<file path="src/sv/uer_pkg.sv">
// Package with shared types and constants for the ultrasonic echo ranging unit.
`timescale 1ns / 1ps

package uer_pkg;

  localparam int COUNT_BITS_DEF = 16;

  localparam int TRIG_W   = 10;
  localparam int SCALE_W  = 16;
  localparam int OFFSET_W = 16;
  localparam int CFG_IDX_W  = 2;
  localparam int CFG_DATA_W = 16;
  localparam int ECHO_CNT_W = 16;
  localparam int DIST_W     = 20;
  localparam int PHASE_W    = 3;

  localparam int DIST_MAX = 524287;

  localparam logic [TRIG_W-1:0]   TRIG_RST   = 10'd10;
  localparam logic [SCALE_W-1:0]  SCALE_RST  = 16'd1181;
  localparam logic [OFFSET_W-1:0] OFFSET_RST = 16'd256;

  typedef enum logic [CFG_IDX_W-1:0] {
    CFG_TRIGGER_TICKS = 2'd0,
    CFG_SCALE_Q16     = 2'd1,
    CFG_OFFSET_Q8     = 2'd2
  } cfg_idx_t;

  typedef enum logic {
    CMD_START = 1'b0,
    CMD_TICK  = 1'b1
  } cmd_t;

  typedef enum logic [PHASE_W-1:0] {
    PH_IDLE = 3'd0,
    PH_TRIG = 3'd1,
    PH_WAIT = 3'd2,
    PH_MEAS = 3'd3,
    PH_DONE = 3'd4
  } phase_t;

endpackage

</file>
<file path="src/sv/ultrasonic_echo_ranging_unit.sv">
// Top level of the ultrasonic echo ranging unit: phase sequencer, tick counter and distance.
`timescale 1ns / 1ps

//  channel | direction | signals
//  --------+-----------+-------------------------------------------------------------
//  in_     | input     | in_valid, in_ready, in_cmd, in_echo_level
//  out_    | output    | out_valid, out_ready, out_trigger_out, out_phase, out_done_res,
//          |           | out_echo_count, out_distance_q8
//  cfg_    | input     | cfg_valid, cfg_ready, cfg_index, cfg_wdata
//
// Each transaction's result is registered at the accepting edge.
// The distance multiply, subtract and clamp sit between the state and result registers.
// One transaction per cycle is sustained while out_ready stays high.
// When the result register is full and not taken, in_ready drops until it drains.
// Synchronous reset puts the sequencer in idle with a zero count and distance.

module ultrasonic_echo_ranging_unit
  import uer_pkg::*;
#(
  parameter int COUNT_BITS = COUNT_BITS_DEF
) (
  input  logic                         clk,
  input  logic                         rst_n,
  input  logic                         in_valid,
  output logic                         in_ready,
  input  logic                         in_cmd,
  input  logic                         in_echo_level,
  output logic                         out_valid,
  input  logic                         out_ready,
  output logic                         out_trigger_out,
  output logic [PHASE_W-1:0]           out_phase,
  output logic                         out_done_res,
  output logic [ECHO_CNT_W-1:0]        out_echo_count,
  output logic signed [DIST_W-1:0]     out_distance_q8,
  input  logic                         cfg_valid,
  output logic                         cfg_ready,
  input  logic [CFG_IDX_W-1:0]         cfg_index,
  input  logic [CFG_DATA_W-1:0]        cfg_wdata
);

  localparam int PROD_W = COUNT_BITS + SCALE_W;
  localparam int SHR_W  = PROD_W - 8;
  localparam int DW     = (SHR_W + 1 > DIST_W + 1) ? SHR_W + 1 : DIST_W + 1;
  localparam int CW     = (COUNT_BITS > TRIG_W) ? COUNT_BITS : TRIG_W;
  localparam logic signed [DW-1:0] DMAX = DW'(DIST_MAX);
  localparam logic signed [DW-1:0] DMIN = -DMAX - DW'(1);

  logic [TRIG_W-1:0]          trig_r;
  logic [SCALE_W-1:0]         scale_r;
  logic [OFFSET_W-1:0]        offset_r;

  phase_t                     phase_r, phase_nxt;
  logic [COUNT_BITS-1:0]      count_r, count_nxt, count_inc;
  logic signed [DIST_W-1:0]   dist_r, dist_nxt;

  logic                       out_valid_r;
  logic                       trig_out_r;
  logic [PHASE_W-1:0]         phase_out_r;
  logic                       done_r, done_nxt;
  logic [ECHO_CNT_W-1:0]      echo_cnt_r, echo_cnt_nxt;
  logic signed [DIST_W-1:0]   dist_out_r;

  logic [PROD_W-1:0]          prod;
  logic [SHR_W-1:0]           prod_shr;
  logic signed [DW-1:0]       diff;
  logic signed [DIST_W-1:0]   dist_calc;
  logic                       in_acc;

  assign in_ready  = !out_valid_r || out_ready;
  assign in_acc    = in_valid && in_ready;
  assign cfg_ready = 1'b1;

  always_ff @(posedge clk) begin
    if (!rst_n) begin
      trig_r   <= TRIG_RST;
      scale_r  <= SCALE_RST;
      offset_r <= OFFSET_RST;
    end else if (cfg_valid) begin
      unique case (cfg_index)
        CFG_TRIGGER_TICKS: trig_r   <= cfg_wdata[TRIG_W-1:0];
        CFG_SCALE_Q16:     scale_r  <= cfg_wdata[SCALE_W-1:0];
        CFG_OFFSET_Q8:     offset_r <= cfg_wdata[OFFSET_W-1:0];
        default: ;
      endcase
    end
  end

  assign count_inc = (count_r == '1) ? count_r : count_r + COUNT_BITS'(1);

  assign prod     = PROD_W'(count_r) * PROD_W'(scale_r);
  assign prod_shr = prod[PROD_W-1:8];
  assign diff     = $signed(DW'(prod_shr)) - $signed(DW'(offset_r));

  always_comb begin
    if (diff > DMAX) begin
      dist_calc = DMAX[DIST_W-1:0];
    end else if (diff < DMIN) begin
      dist_calc = DMIN[DIST_W-1:0];
    end else begin
      dist_calc = diff[DIST_W-1:0];
    end
  end

  always_comb begin
    phase_nxt = phase_r;
    count_nxt = count_r;
    dist_nxt  = dist_r;
    done_nxt  = 1'b0;
    if (in_cmd == CMD_START) begin
      phase_nxt = PH_TRIG;
      count_nxt = '0;
    end else begin
      unique case (phase_r)
        PH_TRIG: begin
          if (CW'(count_inc) > CW'(trig_r)) begin
            count_nxt = '0;
            phase_nxt = PH_WAIT;
          end else begin
            count_nxt = count_inc;
          end
        end
        PH_WAIT: begin
          if (in_echo_level) begin
            phase_nxt = PH_MEAS;
          end
        end
        PH_MEAS: begin
          if (in_echo_level) begin
            count_nxt = count_inc;
          end else begin
            dist_nxt  = dist_calc;
            phase_nxt = PH_DONE;
            done_nxt  = 1'b1;
          end
        end
        default: ;
      endcase
    end
  end

  generate
    if (COUNT_BITS > ECHO_CNT_W) begin : g_cnt_sat
      assign echo_cnt_nxt = (|count_nxt[COUNT_BITS-1:ECHO_CNT_W]) ? '1
                                                                   : count_nxt[ECHO_CNT_W-1:0];
    end else begin : g_cnt_ext
      assign echo_cnt_nxt = ECHO_CNT_W'(count_nxt);
    end
  endgenerate

  always_ff @(posedge clk) begin
    if (!rst_n) begin
      phase_r     <= PH_IDLE;
      count_r     <= '0;
      dist_r      <= '0;
      out_valid_r <= 1'b0;
    end else begin
      if (in_acc) begin
        phase_r     <= phase_nxt;
        count_r     <= count_nxt;
        dist_r      <= dist_nxt;
        out_valid_r <= 1'b1;
      end else if (out_ready) begin
        out_valid_r <= 1'b0;
      end
    end
  end

  always_ff @(posedge clk) begin
    if (in_acc) begin
      trig_out_r  <= (phase_nxt == PH_TRIG);
      phase_out_r <= phase_nxt;
      done_r      <= done_nxt;
      echo_cnt_r  <= echo_cnt_nxt;
      dist_out_r  <= (phase_nxt == PH_DONE) ? dist_nxt : '0;
    end
  end

  assign out_valid       = out_valid_r;
  assign out_trigger_out = trig_out_r;
  assign out_phase       = phase_out_r;
  assign out_done_res    = done_r;
  assign out_echo_count  = echo_cnt_r;
  assign out_distance_q8 = dist_out_r;

  a_trig_matches_phase: assert property (@(posedge clk) disable iff (!rst_n)
    out_valid |-> (out_trigger_out == (out_phase == PH_TRIG)))
    else $error("trigger output disagrees with phase");

  a_done_in_done_phase: assert property (@(posedge clk) disable iff (!rst_n)
    (out_valid && out_done_res) |-> (out_phase == PH_DONE))
    else $error("done flagged outside the done phase");

  a_start_restarts: assert property (@(posedge clk) disable iff (!rst_n)
    (in_valid && in_ready && (in_cmd == CMD_START)) |=>
      (out_valid && (out_phase == PH_TRIG) && (out_echo_count == '0)))
    else $error("start transaction did not restart the trigger phase");

  a_result_held: assert property (@(posedge clk) disable iff (!rst_n)
    (out_valid && !out_ready) |=> (out_valid && $stable(out_echo_count)
                                   && $stable(out_phase)))
    else $error("stalled result was dropped or changed");

endmodule
</file>
<file path="config.mk">
export PLATFORM = sky130hd
export DESIGN_NAME = ultrasonic_echo_ranging_unit
export DESIGN_NICKNAME = d
export VERILOG_FILES = /design/src/sv/uer_pkg.sv /design/src/sv/ultrasonic_echo_ranging_unit.sv
export SDC_FILE = /design/constraint.sdc
export NUM_CORES = 1
export LEC_CHECK = 0
export BUFFER_PORTS_ARGS = -buffer_cell sky130_fd_sc_hd__buf_2
export CAP_MARGIN = 20
export CORE_MARGIN = 3
export CORE_UTILIZATION = 60
export CTS_BUF_LIST = sky130_fd_sc_hd__clkbuf_4 sky130_fd_sc_hd__clkbuf_8
export DETAILED_ROUTE_END_ITERATION = 8
export PLACE_DENSITY = 0.89
export SLEW_MARGIN = 20
export SYNTH_ARGS = -nofsm -noshare
export SYNTH_HDL_FRONTEND = slang
export SYNTH_SLANG_ARGS = --single-unit
</file>
<file path="constraint.sdc">
create_clock -name clk -period 13.27 [get_ports clk]
set_input_delay 0.6635 -clock clk [delete_from_list [all_inputs] [get_ports clk]]
set_output_delay 0.6635 -clock clk [all_outputs]
set_load 0.02 [all_outputs]
</file>
# Word level (Yosys, flattened, before mapping)
# Index checks and enable logic that the tools add are counted.
[classes]
addsub = 2
mux = 18
n_div = 0
mul = 1
reduce_logical = 9
eq_ne = 8
n_shift = 0
n_lt_le_gt_ge = 3
bitwise_logic = 0
[op_table]
columns = ["operator", "count"]
rows = [
  ["$mux W20", 5],
  ["$mux W16", 4],
  ["$mul A16 B16 Y32", 1],
  ["$pmux W16 S2", 1],
  ["$gt A25 B20 Y1 const B", 1],
  ["$lt A25 B20 Y1 const B", 1],
  ["$sub A24 B16 Y25", 1],
  ["$add A16 B1 Y16 const B", 1],
  ["$eq A16 B16 Y1 const B", 1],
  ["$gt A16 B10 Y1", 1],
  ["$mux W3", 4],
  ["$pmux W3 S3", 1],
  ["$reduce_and A2 Y1", 4],
  ["$eq A3 B1 Y1 const B", 2],
  ["$eq A3 B2 Y1 const B", 2],
  ["$eq A3 B3 Y1 const B", 1],
  ["$mux W1", 3],
  ["$eq A2 B1 Y1 const B", 1],
  ["$eq A2 B2 Y1 const B", 1],
  ["$logic_not A2 Y1", 1],
  ["$reduce_bool A2 Y1", 1],
  ["$logic_and A1 B1 Y1", 1],
  ["$logic_not A1 Y1", 1],
  ["$logic_or A1 B1 Y1", 1],
]
[totals]
output_inout_bits = 44
input_bits = 25
ff_bits = 123
memories = 0
ramBits = 0
romBits = 0
word_cells = 53
latch_bits = 0

# Logic depth before layout (Yosys ltp)
[logic_depth]
depth_word = 8
ltp_mapped = 37
depth_no_buf = 33

# Least setup slack after synthesis
# No wires, ideal clock.
[synth_path]
path_kind = "reg-to-reg"
startpoint = "register count_r[10]"
endpoint = "register dist_out_r[1] (netlist: out_distance_q8[1]) (data pin)"
slack_ps = 4816
path_stages_with_launch = 32
synth_period_minus_slack_ps = 8454
arrival_time_ps = 8184
required_ps = 13000
setup_time_ps = 270
cell_sequence = "dfxtp_1 > clkbuf_1 > clkbuf_1 > clkbuf_1 > nand2_1 > fa_1 > fa_1 > fa_1 > inv_1 > fa_1 > fa_1 > inv_1 > fa_1 > inv_1 > ha_1 > a21oi_1 > o21ai_0 > o21ai_0 > nand2b_1 > a21oi_1 > o21bai_1 > xor2_1 > ha_1 > nand2_1 > o21ai_0 > a21o_1 > a31o_2 > a221o_1 > nor4_1 > o311ai_4 > a21oi_2 > a21oi_1"
[synth_between]
elab_chain_cells = 8
word_cells_on_any_way = 17
classes_between = "2 x add/sub; 1 x mul; 3 x order compare; 2 x eq/ne; 9 x mux"
[synth_rtl]
columns = ["item", "line_no", "text"]
rows = [
  ["start, declared", "ultrasonic_echo_ranging_unit.sv:53", "logic [COUNT_BITS-1:0] count_r, count_nxt, count_inc;"],
  ["start signal, assigned", "ultrasonic_echo_ranging_unit.sv:159", "count_r <= count_nxt;"],
  ["$mul A16 B16 Y32", "ultrasonic_echo_ranging_unit.sv:90", "assign prod = PROD_W'(count_r) * PROD_W'(scale_r);"],
  ["$sub A24 B16 Y25", "ultrasonic_echo_ranging_unit.sv:92", "assign diff = $signed(DW'(prod_shr)) - $signed(DW'(offset_r));"],
  ["$lt A25 B20 Y1", "ultrasonic_echo_ranging_unit.sv:97", "end else if (diff < DMIN) begin"],
  ["$mux W20", "ultrasonic_echo_ranging_unit.sv:97", ""],
  ["$mux W20", "ultrasonic_echo_ranging_unit.sv:95", "if (diff > DMAX) begin"],
  ["$mux W20", "ultrasonic_echo_ranging_unit.sv:128", "if (in_echo_level) begin"],
  ["$mux W20", "ultrasonic_echo_ranging_unit.sv:113", "unique case (phase_r)"],
  ["$mux W20", "ultrasonic_echo_ranging_unit.sv:109", "if (in_cmd == CMD_START) begin"],
  ["end signal, assigned", "ultrasonic_echo_ranging_unit.sv:174", "dist_out_r <= (phase_nxt == PH_DONE) ? dist_nxt : '0;"],
  ["end, declared", "ultrasonic_echo_ranging_unit.sv:61", "logic signed [DIST_W-1:0] dist_out_r;"],
]
# Several ways; a longest one is shown, not always the timed one.
# A chain may end at the register's enable or synchronous reset.

# Worst setup path in the final report
[layout_path]
startpoint = "register count_r[8]"
endpoint = "register dist_out_r[2] (netlist: out_distance_q8[2]) (data pin)"
# Same word-level chain as after synthesis.

==> flow_summary.toml <==
[outcome]
status = "complete, no violations"

[clock_tree]
tritoncts.num_buffers = 17
hold_buffers = 0
cts_max_level = 4
postCtsSetupRepairBufs = 0
tritoncts = "built"
clk_path_buf_depth = 2
cts_sinks = 123
cts-root-buf = "clkbuf_8"
cts-resized-gates = 0
clk_latency_ns = 0.47
clk_pin_slew_worst_paths_ns = 0.08

[floorplan]
initial_core_util_pct = 61.8
io_pins = 69
design.core.area_mm2 = 0.0247
die_x_um = 165
die_area_mm2 = 0.0274
die_h_um = 165
placementRows = 57

[setup_path]
cp-startpoint = "count_r[8]"
reg2reg_slack_ns = 3.48
critPathKind = "reg -> reg"
cp_max_fo = 21
reg2reg_depth = 29
slowest_delay_ns = 0.92
critPathCaptureType = "register"
crit_end = "out_distance_q8[2]"
cp_slowest_cell = "dfxtp_1"
path_common_cell = "fa_1"
crit_arrival_ns = 9.97
crit_required_ns = 13.45
r2r_start = "count_r[8]"
start_kind = "register"
r2r-end = "out_distance_q8[2]"

[routing]
drt_first_pass_iters = 6
route.detailed.drc = 0
viasPerCell = 6.12
dr_total_vias = 13100
drtIter0Drc = 1499
wirelength_um = 40600
drtAntennaViolNets = 0
post_drt_wl_per_cell_um = 19.1

[yosys]
netlist_instances = 1802
synth-edff-count = 41
ys_types = 68
ys_ff_latch = 123
syn_area_per_cell_um2 = 8.46
synthFlopType = "dfxtp_1"
yosysSeqAreaShare_pct = 18.8
synth_area_leaders = "fa_1 (25%), dfxtp_1 (11%), ha_1 (11%)"
synth_top_cell_by_area = "fa_1"
syn_area_mm2 = 0.0152
synthArstFlopShare_pct = 0
ys_warn_count = 0
synth_top_area_share_pct = 25.5
syn_nets = 2149

[grt]
grt_pass1_wl_um = 66800
grt_overflow = 0
grt_max_degree = 42
grt_antenna_before_repair = 0
grt_pass1_vias = 13500
gr-usage-all-layers_pct = 31.0

[placement]
dpl-instance-area_mm2 = 0.0157
dp_cells = 2100
port_buffers = 67
gp_congestion = 0.943
dpl.hpwl_um = 30500

[run]
maxCapViolations = 0

[timing]
setup_viol = 0
max-slew-margin-rel_pct = 28.7
skew_ns = 0.0154
period_share_pct = 73.7
slew_viol_final = 0
finalHoldViolCount = 0
fin_setup_tns_ns = 0
worstMarginPinSlew_ns = 1.07
min_period_ns = 9.79
rsz0062_at_grt = "false"
timing.hold.ws_ns = 0.449
fmax_ghz = 0.102

[cells_and_area]
nFillCells = 1932
seq_area_mm2 = 0.00287
area_growth_pct = 5.51
fin_nets = 2142
drive_above_1_share_pct = 7.58
design_area_mm2 = 0.0161
diodes = 0
multi_input_area_mm2 = 0.0109
finalNonFillerCells = 2132

[power_and_ir_drop]
power_leakage_uw = 0.00749
peakVddDrop_uv = 84.1
p_total_uw = 863
powerDensity_mw_per_mm2 = 53.6

[hold_path]
worstHoldPathType = "in -> reg"
cell usage in the layout (no fill, tap or decap), drive strengths merged, types with 41 or more instances in the layout:
cell    instances
inv           283
a21oi         118
o21ai          66
ha            128
edfxtp         41
and2          121
nand2         268
fa            194
nor2           90
dfxtp          82
buf            80
how the worst min path moves through the flow:
stage                  start            to  cells past startpoint
4_1_cts        cfg_wdata[10]  offset_r[10]                      3
3_3_place_gp    offset_r[15]  offset_r[15]                      2
5_1_grt        cfg_wdata[14]  offset_r[14]                      3
6_report       cfg_wdata[15]  offset_r[15]                      3
3_5_place_dp      dist_r[19]    dist_r[19]                      2
2_1_floorplan   offset_r[10]  offset_r[10]                      2
routing by layer:
layer | wire length [µm] | global-route usage [%] | share of wire [%] | up-vias
li1 | - | - | - | 5818
met1 | 14600 | 37.6 | 36 | 6270
met2 | 19800 | 52.9 | 49 | 785
met3 | 3910 | 5.11 | 9.6 | 179
met4 | 2290 | 16.4 | 5.6 | 0
met5 | 0 | 0 | 0 | -
Yosys cell counts, types with 4 or more instances:
cell        n
a211oi_1   26
a21o_1     17
a21oi_1   113
a21oi_2     5
a31oi_1     7
a32o_1      9
a32oi_1    11
and2_1    121
and3_1      4
and4_1     10
buf_1       5
buf_2      12
clkbuf_1   86
dfxtp_1    82
edfxtp_1   41
fa_1      194
ha_1      128
inv_1     275
mux2i_1     5
nand2_1   268
nand2b_1   12
nand3_1    29
nand4_1    20
nor2_1     90
nor2b_1    13
nor3_1     16
o211ai_1    9
o21a_1     10
o21ai_0    58
o21ai_1     8
o21bai_1    6
o22ai_1     5
o31ai_1     6
or3_1       5
xnor2_1    26
xor2_1     17
kinds of logic after synthesis:
| kind of cell | count (synthesis) | synth area share (%) |
|---|---|---|
| mux | 6 | 0.402 |
| other cells | 1 | 0.0246 |
| xor+xnor | 44 | 2.58 |
| simple gates | 604 | 19.0 |
| flops | 123 | 18.8 |
| compound gates | 318 | 13.5 |
| buf+inv | 384 | 9.63 |
| fa+ha+maj | 322 | 36.0 |
per-stage QoR:
stage	utilization, %	setup WS [ns]
after floorplan	-	4.82
after global placement	63.5	4.18
after detailed placement	63.5	3.69
after CTS	65.1	3.69
after global routing	65.2	3.01
final	65.2	3.48
worst max-delay path: cells and delay by family (launching register included):
kind / cells / cell delay (ns)
buffers and inverters: 4 / 0.26
AOI/OAI and AO/OA: 12 / 3.67
and+or+nand+nor: 4 / 0.67
DFF: 1 / 0.92
adders and majority gates: 8 / 3.85
xor gates and xnor gates: 1 / 0.11
flip-flops by register name (all words and copies together), names as in the netlist:
signal           cells
dist_r              20
out_distance_q8     20
count_r             16
offset_r            16
out_echo_count      16
scale_r             16
trig_r              10
out_phase            3
phase_r              3
out_done_res         1
out_trigger_out      1
out_valid            1
report_power, final:
part           internal (µW)  switching, µW
clock network            174            184
registers                400           15.5
logic                   27.8           61.3
total                    601            261
layout make-up:
cell class | count | share of cell area, %
Multi-Input combinational cell | 1295 | 67.9
Sequential cell | 123 | 17.9
Inverter | 278 | 6.49
Timing Repair Buffer | 80 | 2.69
Tap cell | 324 | 2.52
Clock buffer | 17 | 1.46
Clock inverter | 15 | 1.10
Power figures use the tool's default switching activity.
